[config.mk]
export PLATFORM = sky130hd
export DESIGN_NAME = same_track_request_queue_unit
export DESIGN_NICKNAME = d
export VERILOG_FILES = /design/src/rtl/stq_pkg.sv /design/src/rtl/stq_ram.sv /design/src/rtl/same_track_request_queue_unit.sv
export SDC_FILE = /design/constraint.sdc
export NUM_CORES = 2
export LEC_CHECK = 0
export BUFFER_PORTS_ARGS = -buffer_cell sky130_fd_sc_hd__buf_2
export CAP_MARGIN = 10
export CORE_MARGIN = 4
export CORE_UTILIZATION = 25
export CTS_CLUSTER_SIZE = 12
export DETAILED_ROUTE_END_ITERATION = 12
export PLACE_DENSITY = 0.36
export RECOVER_POWER = 100
export REMOVE_ABC_BUFFERS = 1
export SYNTH_ARGS = -nofsm -noshare
export SYNTH_HDL_FRONTEND = slang
export SYNTH_SLANG_ARGS = --single-unit
[constraint.sdc]
create_clock -name aclk -period 4.3 [get_ports aclk]
set_input_delay 0.215 -clock aclk [delete_from_list [all_inputs] [get_ports aclk]]
set_output_delay 0.215 -clock aclk [all_outputs]
set_load 0.02 [all_outputs]
[src/rtl/stq_pkg.sv]
// Shared codes and widths for the same-track request queue.
package stq_pkg;

    localparam int STATUS_BITS = 2;

    localparam logic [0:0] REQ_ADD = 1'b0;
    localparam logic [0:0] REQ_GET = 1'b1;

    localparam logic [STATUS_BITS-1:0] STATUS_OK    = 2'd0;
    localparam logic [STATUS_BITS-1:0] STATUS_FULL  = 2'd1;
    localparam logic [STATUS_BITS-1:0] STATUS_EMPTY = 2'd2;

    localparam int OUT_USER_BITS = 1 + STATUS_BITS;

    typedef logic [STATUS_BITS-1:0] status_t;

endpackage

[src/rtl/stq_ram.sv]
// Generic simple dual-port RAM, one write port, one registered read port.
module stq_ram #(
    parameter int WIDTH = 8,
    parameter int DEPTH = 64
) (
    input  logic                             clk,
    input  logic                             wr_en,
    input  logic [$clog2(DEPTH)-1:0]         wr_addr,
    input  logic [WIDTH-1:0]                 wr_data,
    input  logic [$clog2(DEPTH)-1:0]         rd_addr,
    output logic [WIDTH-1:0]                 rd_data
);

    logic [WIDTH-1:0] mem [DEPTH];
    logic [WIDTH-1:0] rd_data_reg;

    always_ff @(posedge clk) begin
        if (wr_en) begin
            mem[wr_addr] <= wr_data;
        end
        rd_data_reg <= mem[rd_addr];
    end

    assign rd_data = rd_data_reg;

endmodule

[src/rtl/same_track_request_queue_unit.sv]
// Top level of the same-track disk request queue.
//
// Input stream (s_axis): s_axis_tuser selects the request, add or get.
// s_axis_tdata carries the tag and track of an add. One result transfer
// leaves on m_axis for every input transfer: the removed head on a get,
// the status (ok, dropped because full, get on empty) and the fill level.
// Entries sit in a circular buffer in one RAM; a get reads the head and
// advances the head pointer, an add walks the entries from the head to
// find the end of the first run of equal tracks, moves the entries behind
// that point up by one, then writes the new one.
// Sequence: a get passes the get-wait state before the result state, a
// rejected request goes straight to it; an add scans, shifts and inserts
// (with fewer than two entries it goes straight to insert), N entries
// scanned (at most the fill level) and M entries moved, both one per cycle
// through the single RAM read port; N + M is at most the fill level plus one.
// One request is in work at a time; s_axis_tready is high only when the
// sequencer is idle. The result sits in an output register, so the next
// request is accepted while it waits; a stalled m_axis holds the result
// and the sequencer waits before it posts the next one.
// Reset empties the queue at once; no clearing pass is needed.
module same_track_request_queue_unit #(
    parameter int QUEUE_DEPTH = 64,
    parameter int TRACK_BITS  = 10,
    parameter int TAG_BITS    = 16
) (
    input  logic                                  aclk,
    input  logic                                  aresetn,
    input  logic                                  s_axis_tvalid,
    output logic                                  s_axis_tready,
    // request_tag, track
    input  logic [((TAG_BITS+TRACK_BITS+7)/8)*8-1:0] s_axis_tdata,
    // req_type
    input  logic [0:0]                            s_axis_tuser,
    output logic                                  m_axis_tvalid,
    input  logic                                  m_axis_tready,
    // out_tag, out_track, fill_level
    output logic [((TAG_BITS+TRACK_BITS+$clog2(QUEUE_DEPTH+1)+7)/8)*8-1:0] m_axis_tdata,
    // out_valid, status
    output logic [stq_pkg::OUT_USER_BITS-1:0]     m_axis_tuser
);

    import stq_pkg::*;

    localparam int AW = $clog2(QUEUE_DEPTH);
    localparam int CW = $clog2(QUEUE_DEPTH + 1);
    localparam int DW = TAG_BITS + TRACK_BITS;
    localparam int MW = ((DW + CW + 7) / 8) * 8;

    localparam logic [2:0] ST_IDLE     = 3'd0;
    localparam logic [2:0] ST_GET_WAIT = 3'd1;
    localparam logic [2:0] ST_SCAN     = 3'd2;
    localparam logic [2:0] ST_SHIFT    = 3'd3;
    localparam logic [2:0] ST_INSERT   = 3'd4;
    localparam logic [2:0] ST_RESULT   = 3'd5;

    localparam logic [CW-1:0] DEPTH_C = CW'(QUEUE_DEPTH);
    localparam logic [CW-1:0] ONE_C   = CW'(1);
    localparam logic [CW-1:0] TWO_C   = CW'(2);

    function automatic logic [AW-1:0] phys(input logic [AW-1:0] base,
                                           input logic [CW-1:0] off);
        logic [CW:0] sum;
        sum = {{(CW + 1 - AW){1'b0}}, base} + {1'b0, off};
        if (sum >= (CW+1)'(QUEUE_DEPTH)) begin
            sum = sum - (CW+1)'(QUEUE_DEPTH);
        end
        return sum[AW-1:0];
    endfunction

    logic [2:0]          state_reg, state_next;
    logic [AW-1:0]       head_reg, head_next;
    logic [CW-1:0]       count_reg, count_next;
    logic [TAG_BITS-1:0] tag_reg, tag_next;
    logic [TRACK_BITS-1:0] trk_reg, trk_next;
    logic [CW-1:0]       pos_reg, pos_next;
    logic [CW-1:0]       idx_reg, idx_next;
    logic [CW-1:0]       chk_reg, chk_next;
    logic [CW-1:0]       left_reg, left_next;
    logic                rv_reg, rv_next;
    logic                prev_match_reg, prev_match_next;

    logic [TAG_BITS-1:0]   res_tag_reg, res_tag_next;
    logic [TRACK_BITS-1:0] res_trk_reg, res_trk_next;
    logic                  res_valid_reg, res_valid_next;
    status_t               res_status_reg, res_status_next;

    logic                     m_valid_reg, m_valid_next;
    logic [MW-1:0]            m_data_reg, m_data_next;
    logic [OUT_USER_BITS-1:0] m_user_reg, m_user_next;

    logic                  wr_en;
    logic [AW-1:0]         wr_addr;
    logic [DW-1:0]         wr_data;
    logic [AW-1:0]         rd_addr;
    logic [DW-1:0]         rd_data;
    logic [TRACK_BITS-1:0] rd_trk;
    logic [TAG_BITS-1:0]   rd_tag;

    logic                  s_accept;
    logic                  cur_eq;
    logic                  scan_hit;
    logic                  scan_end;

    stq_ram #(
        .WIDTH(DW),
        .DEPTH(QUEUE_DEPTH)
    ) u_ram (
        .clk    (aclk),
        .wr_en  (wr_en),
        .wr_addr(wr_addr),
        .wr_data(wr_data),
        .rd_addr(rd_addr),
        .rd_data(rd_data)
    );

    assign rd_trk   = rd_data[TRACK_BITS-1:0];
    assign rd_tag   = rd_data[DW-1:TRACK_BITS];
    assign s_accept = s_axis_tvalid && (state_reg == ST_IDLE);
    assign cur_eq   = (rd_trk == trk_reg);
    assign scan_hit = rv_reg && (chk_reg != '0) && prev_match_reg && !cur_eq;
    assign scan_end = rv_reg && (chk_reg == count_reg - ONE_C);

    always_comb begin
        state_next      = state_reg;
        head_next       = head_reg;
        count_next      = count_reg;
        tag_next        = tag_reg;
        trk_next        = trk_reg;
        pos_next        = pos_reg;
        idx_next        = idx_reg;
        chk_next        = chk_reg;
        left_next       = left_reg;
        rv_next         = rv_reg;
        prev_match_next = prev_match_reg;
        res_tag_next    = res_tag_reg;
        res_trk_next    = res_trk_reg;
        res_valid_next  = res_valid_reg;
        res_status_next = res_status_reg;
        m_valid_next    = m_valid_reg && !m_axis_tready;
        m_data_next     = m_data_reg;
        m_user_next     = m_user_reg;
        wr_en           = 1'b0;
        wr_addr         = phys(head_reg, pos_reg);
        wr_data         = {tag_reg, trk_reg};
        rd_addr         = head_reg;

        case (state_reg)
            ST_IDLE: begin
                rd_addr = head_reg;
                if (s_accept) begin
                    tag_next     = s_axis_tdata[TAG_BITS-1:0];
                    trk_next     = s_axis_tdata[TAG_BITS +: TRACK_BITS];
                    res_tag_next = '0;
                    res_trk_next = '0;
                    res_valid_next  = 1'b0;
                    res_status_next = STATUS_OK;
                    if (s_axis_tuser == REQ_GET) begin
                        if (count_reg == '0) begin
                            res_status_next = STATUS_EMPTY;
                            state_next      = ST_RESULT;
                        end else begin
                            state_next = ST_GET_WAIT;
                        end
                    end else if (count_reg == DEPTH_C) begin
                        res_status_next = STATUS_FULL;
                        state_next      = ST_RESULT;
                    end else if (count_reg < TWO_C) begin
                        pos_next   = count_reg;
                        state_next = ST_INSERT;
                    end else begin
                        idx_next        = '0;
                        rv_next         = 1'b0;
                        prev_match_next = 1'b0;
                        state_next      = ST_SCAN;
                    end
                end
            end
            ST_GET_WAIT: begin
                res_tag_next    = rd_tag;
                res_trk_next    = rd_trk;
                res_valid_next  = 1'b1;
                res_status_next = STATUS_OK;
                head_next       = phys(head_reg, ONE_C);
                count_next      = count_reg - ONE_C;
                state_next      = ST_RESULT;
            end
            ST_SCAN: begin
                rd_addr  = phys(head_reg, idx_reg);
                rv_next  = 1'b1;
                chk_next = idx_reg;
                if (idx_reg < count_reg) begin
                    idx_next = idx_reg + ONE_C;
                end
                if (rv_reg) begin
                    prev_match_next = cur_eq;
                end
                if (scan_hit || scan_end) begin
                    pos_next   = scan_hit ? chk_reg : count_reg;
                    left_next  = count_reg - (scan_hit ? chk_reg : count_reg);
                    idx_next   = count_reg - ONE_C;
                    rv_next    = 1'b0;
                    state_next = ST_SHIFT;
                end
            end
            ST_SHIFT: begin
                rd_addr = phys(head_reg, idx_reg);
                if (left_reg != '0) begin
                    idx_next  = idx_reg - ONE_C;
                    left_next = left_reg - ONE_C;
                    chk_next  = idx_reg;
                    rv_next   = 1'b1;
                end else begin
                    rv_next = 1'b0;
                end
                if (rv_reg) begin
                    wr_en   = 1'b1;
                    wr_addr = phys(head_reg, chk_reg + ONE_C);
                    wr_data = rd_data;
                end
                if (left_reg == '0 && !rv_reg) begin
                    state_next = ST_INSERT;
                end
            end
            ST_INSERT: begin
                wr_en           = 1'b1;
                wr_addr         = phys(head_reg, pos_reg);
                wr_data         = {tag_reg, trk_reg};
                count_next      = count_reg + ONE_C;
                res_status_next = STATUS_OK;
                state_next      = ST_RESULT;
            end
            ST_RESULT: begin
                if (!m_valid_reg || m_axis_tready) begin
                    m_valid_next                      = 1'b1;
                    m_data_next                       = '0;
                    m_data_next[TAG_BITS-1:0]         = res_tag_reg;
                    m_data_next[TAG_BITS +: TRACK_BITS] = res_trk_reg;
                    m_data_next[DW +: CW]             = count_reg;
                    m_user_next                       = {res_status_reg, res_valid_reg};
                    state_next                        = ST_IDLE;
                end
            end
            default: begin
                state_next = ST_IDLE;
            end
        endcase
    end

    always_ff @(posedge aclk) begin
        if (!aresetn) begin
            state_reg   <= ST_IDLE;
            head_reg    <= '0;
            count_reg   <= '0;
            rv_reg      <= 1'b0;
            m_valid_reg <= 1'b0;
        end else begin
            state_reg   <= state_next;
            head_reg    <= head_next;
            count_reg   <= count_next;
            rv_reg      <= rv_next;
            m_valid_reg <= m_valid_next;
        end
    end

    always_ff @(posedge aclk) begin
        tag_reg        <= tag_next;
        trk_reg        <= trk_next;
        pos_reg        <= pos_next;
        idx_reg        <= idx_next;
        chk_reg        <= chk_next;
        left_reg       <= left_next;
        prev_match_reg <= prev_match_next;
        res_tag_reg    <= res_tag_next;
        res_trk_reg    <= res_trk_next;
        res_valid_reg  <= res_valid_next;
        res_status_reg <= res_status_next;
        m_data_reg     <= m_data_next;
        m_user_reg     <= m_user_next;
    end

    assign s_axis_tready = (state_reg == ST_IDLE);
    assign m_axis_tvalid = m_valid_reg;
    assign m_axis_tdata  = m_data_reg;
    assign m_axis_tuser  = m_user_reg;

    a_count_bound: assert property (@(posedge aclk) disable iff (!aresetn)
        count_reg <= DEPTH_C)
        else $error("entry count above depth");

    a_scan_range: assert property (@(posedge aclk) disable iff (!aresetn)
        (state_reg == ST_SCAN && rv_reg) |-> chk_reg < count_reg)
        else $error("scan index beyond fill level");

    a_write_state: assert property (@(posedge aclk) disable iff (!aresetn)
        wr_en |-> (state_reg == ST_SHIFT || state_reg == ST_INSERT))
        else $error("RAM write outside insert sequence");

    a_full_drop: assert property (@(posedge aclk) disable iff (!aresetn)
        (s_accept && s_axis_tuser == REQ_ADD && count_reg == DEPTH_C)
        |=> (state_reg == ST_RESULT && res_status_reg == STATUS_FULL
             && count_reg == DEPTH_C))
        else $error("add to full queue not dropped");

    a_get_count: assert property (@(posedge aclk) disable iff (!aresetn)
        (state_reg == ST_GET_WAIT) |=> count_reg == $past(count_reg) - ONE_C)
        else $error("get did not remove one entry");

endmodule

---- Yosys cells after proc, flatten, opt, wreduce, memory -nomap -nowiden ----
Memories as Yosys holds them, arrays and structs flattened. A register that Yosys moved wholly into a read port is not among the register bits.
Cells that the tools add are included.
word-level totals
  flip-flop bits (word level) ............. 138
  bits in latches ......................... 0
  bits in writable memories ............... 1,664
  ROM bits ................................ 0
  bits of input ports ..................... 37
  word-level logic and storage cells ...... 161
  memories ................................ 1
cells by class
  add/sub/neg operators ................... 15
  multiply operators ...................... 0
  div/mod/pow operators ................... 0
  $lt $le $gt $ge ......................... 6
  equal/unequal tests ..................... 19
  shifts and indexed selects .............. 0
  multiplexer cells ....................... 65
  bitwise operators ....................... 0
  reduce and logical (&&, ||, !) cells .... 37
memories
  memory     depth  width  rd ports  clocked after Yosys merged registers in  write ports  line           source
  u_ram.mem  64     26     1         1                                        1            stq_ram.sv:14  logic [WIDTH-1:0] mem [DEPTH];
operators by type and width
  cell                                                                                  number
  7-bit 2-to-1 mux                                                                      16
  7-bit case mux with 2 select lines                                                    4
  26-bit 2-to-1 mux                                                                     2
  6-bit 2-to-1 mux                                                                      7
  16-bit case mux with 2 select lines                                                   1
  6-bit by 7-bit adder with 8-bit output                                                3
  8-bit by 7-bit greater-or-equal comparator with 1-bit output (second input constant)  3
  3-bit 2-to-1 mux                                                                      8
  6-bit by 1-bit subtractor with 6-bit output (second input constant)                   4
  7-bit by 1-bit adder with 7-bit output (second input constant)                        3
  7-bit case mux with 3 select lines                                                    1
  7-bit by 1-bit subtractor with 7-bit output (second input constant)                   3
  10-bit case mux with 2 select lines                                                   1
  16-bit 2-to-1 mux                                                                     1
  2-bit != test (second input constant)                                                 8
  3-bit case mux with 5 select lines                                                    1
  7-bit zero test                                                                       2
  1-bit 2-to-1 mux                                                                      14
  7-bit nonzero test                                                                    2
  6-bit AND reduction                                                                   2
  10-bit equality test                                                                  1
  10-bit 2-to-1 mux                                                                     1
  2-bit AND reduction                                                                   5
  2-bit nonzero test                                                                    5
  26 further kinds                                                                      44

---- Logic depth before layout (Yosys ltp) ----
  depth after elaboration ................. 8
  gate-level depth with buffers ........... 18
  mapped depth without buffers ............ 17

---- Hierarchy ----
Synthesis repeated with hierarchy kept, for this count alone.
unflattened totals
  cells, all modules ...................... 3,471
  area, all modules ....................... 71,526.1 µm²
by module, submodules not included
  module                         instances  cells each  area each (µm²)
  stq_ram                        1          2,847       64,166.5
  same_track_request_queue_unit  1          624         7,359.6

---- Worst setup path before layout ----
OpenSTA, ideal clock, no wires.
  path kind ............................... reg2reg
  start ................................... register chk_reg[0]
  end ..................................... memory u_ram.mem[0][0] (netlist bit), enable pin
  setup time .............................. 409 ps
  arrival ................................. 3,263 ps
  path slack .............................. 629 ps
  cell stages (with the launch flop) ...... 12
  path buffers ............................ 0
  period minus slack after synthesis ...... 3,671 ps
  cells stage by stage .................... edfxtp_1 -> inv_1 -> ha_1 -> ha_1 -> a21o_1 -> a21oi_1 -> o21bai_1 -> a21oi_1 -> xnor2_1 -> mux2i_1 -> nand2_1 -> nor2_1
between the ends
  longest elaborated chain between the ends .. 6
  elaborated cells on any way between the ends .. 7
  those cells by class .................... add/sub (3); order compare (1); mux (3)
RTL lines
  item                                                                                                                         line                                                                      source
  start, declared                                                                                                              same_track_request_queue_unit.sv:77                                       logic [CW-1:0] chk_reg, chk_next;
  start signal, assigned                                                                                                       same_track_request_queue_unit.sv:270                                      chk_reg <= chk_next;
  7-bit by 1-bit adder with 7-bit output *                                                                                     same_track_request_queue_unit.sv:217                                      wr_addr = phys(head_reg, chk_reg + ONE_C);
  6-bit by 7-bit adder with 8-bit output *                                                                                     same_track_request_queue_unit.sv:63                                       sum = {{(CW + 1 - AW){1'b0}}, base} + {1'b0, off};
  8-bit by 7-bit greater-or-equal comparator with 1-bit output or 6-bit by 1-bit subtractor with 6-bit output (tied branches)  same_track_request_queue_unit.sv:64, same_track_request_queue_unit.sv:65
  6-bit 2-to-1 mux *                                                                                                           same_track_request_queue_unit.sv:64                                       if (sum >= (CW+1)'(QUEUE_DEPTH)) begin
  6-bit 2-to-1 mux *                                                                                                           same_track_request_queue_unit.sv:215                                      if (rv_reg) begin
  6-bit 2-to-1 mux *                                                                                                           -
  end, declared                                                                                                                stq_ram.sv:14
Mark *: on every way between the ends. The rest lies on a longest branch, timed or not.

---- Worst setup path in the final report ----
  start ................................... register state_reg[1]
  end ..................................... memory u_ram.mem[41][14] (netlist bit), enable pin
between the ends
  longest elaborated chain between the ends .. 4
  elaborated cells on any way between the ends .. 6
  those cells by class .................... eq/ne (2); mux (4)
RTL lines
  item                                                                                   line                                  source
  start, declared                                                                        same_track_request_queue_unit.sv:70   logic [2:0] state_reg, state_next;
  start signal, assigned                                                                 same_track_request_queue_unit.sv:257  state_reg <= state_next;
  3-bit equality test or 3-bit by 2-bit equality test with 1-bit output (tied branches)  same_track_request_queue_unit.sv:147  case (state_reg)
  1-bit case mux with 2 select lines                                                     same_track_request_queue_unit.sv:147
  1-bit 2-to-1 mux                                                                       stq_ram.sv:18                         if (wr_en) begin
  1-bit 2-to-1 mux (implied by the code)                                                 stq_ram.sv:19                         mem[wr_addr] <= wr_data;
Parallel ways exist; a longest one is shown, timed or not.

==> summary.md <==
| Metric | Value |
|---|---|
| Outcome | `finished with violations` |
| Failing checks | `capacitance limit, slew limit` |
| R2R depth | `8` |
| Post-Syn Instances | `5,539` |
| Clock Skew | `0.0793 ns` |
| Fmax | `243 MHz` |
| Critical path, cell by cell | `nor2b_1 -> buf_4 -> and2_0 -> nand2_2 -> a21oi_1 -> or2_0 -> nor2_4 -> clkbuf_4` |
| Relative slew margins | `-59.2%` |
| CP max stage delay | `1.13 ns` |
| Leakage power | `30.0 nW` |
| Adder-Cell Fraction of Synth Area | `0.700%` |
| EDFF count, synth | `1,783` |
| CP required | `4.78 ns` |
| Mux cell area share after synthesis | `2.42%` |
| DP HPWL | `144,000 um` |
| DP Cell Count | `9,518` |
| Setup Total Neg Slack | `0 ns` |
| Top FF cell, synth | `edfxtp_1` |
| Post-synth top area cell | `edfxtp_1` |
| Area fraction of the dominant cell type after synthesis | `72.4%` |
| R2R setup slack | `0.19 ns` |
| Largest fanout on the critical path | `26` |
| Initial antenna violation count | `14` |
| Min Tclk post-route | `4.11 ns` |
| Setup CP Type | `reg2reg` |
| RR Startpoint | `state_reg[1]` |
| Final ANT Viol Nets | `0` |
| Die W | `552 um` |
| Worst path buffer plus inverter count | `2` |
| Hold WC Path Type | `in2reg` |
| CTS tree | `built` |
| Fraction of layout cells with a size suffix above 1 | `12.2%` |
| Synth Area in Compound Gates | `4.58%` |
| Drt pass-1 iters | `5` |
| Asr flop ratio synth | `0%` |
| Max cap viols | `2` |
| Core region area | `294,000 um^2` |
| Final WL | `248,000 um` |
| Synth warn | `0` |
| H-tree levels | `4` |
| Final Max Slew Viols | `64` |
| Fin crit share | `95.7%` |
| Worst EP arrival | `4.60 ns` |
| Critical Path Start Type | `flip-flop` |
| # rows | `199` |
| CP delay by family, top | `simple AND/OR/NAND/NOR gates` |
| Vias per cell | `4.60` |
| GRT Util Overall | `15.9%` |
| DIE AREA | `305,000 um^2` |
| Reg2reg end | `u_ram.mem[41][14]` |
| Clock latency on the worst-skew pair | `0.87 ns` |
| Longest Clk Path Bufs | `4` |
| Max reg flops | `1,664` |
| Hold slack | `0.0857 ns` |
| Total gr overflow | `0` |
| Synth Register Bits | `1,827` |
| Placer Congestion | `0.751` |
| Hold path cells | `2` |
| Sequential fraction of the synthesis area | `73.6%` |
| Drt initial violations | `3,573` |
| Final setup viols | `0` |
| Final hold vios | `0` |
| XOR/XNOR share of the synthesized area | `0.807%` |
| Fill count | `29,700` |
| Initial cell density of the core | `25.1%` |
| Levels on crit path | `8` |
| DR WL/cell | `24.9 um` |
| Largest net degree at the start of global routing | `97` |
| Pwr per Cell Area | `614 nW/um^2` |
| Sink Count | `1,827` |
| Non-Filler Instances | `9,974` |
| Crit. End Element | `flip-flop` |
| Hold Path End | `trk_reg[2]` |
| Num CTS Buffers | `212` |
| Ports | `82` |
| Vias in the first global route | `44,500` |
| Area Overhead vs Synth | `18.9%` |
| Clock slew at the register clock pins of the worst setup and hold paths | `0.06 ns` |
| Worst-Margin Slew | `2.39 ns` |
| Via Count | `45,900` |
| Synth Area in Simple Gates | `15.4%` |
| Crit-path slowest cell | `or2_0` |
| Top post-synthesis cells by area | `edfxtp_1 (72%), nand2_1 (8.3%), nand3_1 (3.6%)` |
| Post-Syn Area per Cell | `13.4 um^2` |
| Largest family of logic cells by synthesized area | `simple AND/OR/NAND/NOR gates` |
| Post-synthesis cell area | `74,000 um^2` |
| Die H | `552 um` |
| Residual DRC | `0` |
| RSZ-0062 raised after global routing | `false` |
| Layout Nets | `5,941` |
| Root Buffer Master | `clkbuf_16` |
| VDD IR-drop max | `0.347 mV` |
| Hold_sp | `s_axis_tdata[18]` |
| I/O Buffers | `68` |
| Total power | `54.0 mW` |
| Distinct cells, synth | `78` |
| First-pass GRT wire length | `349,000 um` |
routing by layer:
metal / vias up / global-route usage (%) / wire length [um] / share of wire [%]
met5: - / 0 / 0 / 0
met2: 869 / 25.5 / 115000 / 46
met1: 23600 / 23.1 / 119000 / 48
li1: 21200 / - / - / -
met4: 0 / 3.21 / 4750 / 1.9
met3: 286 / 1.96 / 9600 / 3.9
kinds of logic after synthesis:
| family | after synthesis |
|---|---|
| other | 1 |
| AO/OA/AOI/OAI | 424 |
| AND/OR/NAND/NOR | 2615 |
| buffers and inverters | 397 |
| adder cells (fa/ha/maj) | 39 |
| XOR/XNOR | 66 |
| flip-flops | 1827 |
| multiplexers | 170 |
per-stage QoR:
step / instance area, um^2 / util, % / setup WS [ns]
2_1_floorplan: 72300 / - / -11.86
3_3_place_gp: 82200 / 27.9 / -0.00924
3_5_place_dp: 82200 / 27.9 / 0.0180
4_1_cts: 89100 / 30.3 / 0.0144
5_1_grt: 87900 / 29.9 / 0.00109
6_report: 88000 / 29.9 / 0.185
layout by cell type (no fill, tap or decap), types with 52 or more instances in the layout:
| cell type | n |
|---|---|
| a311oi_1 | 159 |
| and3_1 | 208 |
| buf_12 | 52 |
| buf_4 | 180 |
| clkbuf_1 | 116 |
| clkbuf_16 | 215 |
| clkinv_1 | 63 |
| dlygate4sd3_1 | 52 |
| edfxtp_1 | 1783 |
| mux2i_1 | 157 |
| nand2_1 | 1609 |
| nand3_1 | 527 |
cell usage after synthesis (7+ instances only):
library cell and number:
dfxtp_1 44, buf_1 17, a32oi_1 49, nand4_1 9
edfxtp_1 1783, clkbuf_1 193, a21o_1 11, and2_1 12
mux2i_1 159, xor2_1 19, inv_1 31, buf_4 46
o22ai_1 9, nand2b_1 10, buf_6 7, nor4_1 29
nand2_1 1632, o31ai_1 49, a311oi_1 159, nor2b_1 10
ha_1 35, nor2_1 96, buf_2 102, nor3_1 43
o2111ai_1 48, xnor2_1 46, a21oi_1 37, o21ai_0 20
and3_1 209, nand3_1 527
layout make-up:
class                      count  area [um^2]  area share (%)
antenna                       18         45.0          0.0512
clock buffer                 272         5680            6.46
clock inverter               114          742           0.843
inverter                      32          120           0.137
multi-input combinational   3321        18200            20.7
sequential                  1827        54400            61.9
tap                         3919         4900            5.57
timing repair buffer         471         3900            4.43
what timing repair did:
| action | CTS | global route |
|---|---|---|
| hold buffers | 52 | 0 |
| setup buffers | 0 | 0 |
| gates resized for setup | 0 | 0 |
| endpoints found under the hold margin | 51 | 0 |
worst max path at each step:
stage / start / slack, ns / endpoint
floorplan: head_reg[0] / -11.86 / u_ram.rd_data[24]
global placement: idx_reg[0] / -0.009 / u_ram.rd_data[8]
detailed placement: idx_reg[0] / 0.02 / u_ram.rd_data[25]
CTS: idx_reg[0] / 0.01 / u_ram.rd_data[25]
global route: state_reg[2] / 0.001 / u_ram.mem[41][17]
finish: state_reg[1] / 0.19 / u_ram.mem[41][14]
where the power goes:
part           internal [mW]  leakage, nW  switching (mW)
logic                   4.48         10.4            10.5
registers               21.5         16.4           0.597
clock network           9.59         3.14            7.40
Power figures use the tool's default switching activity.
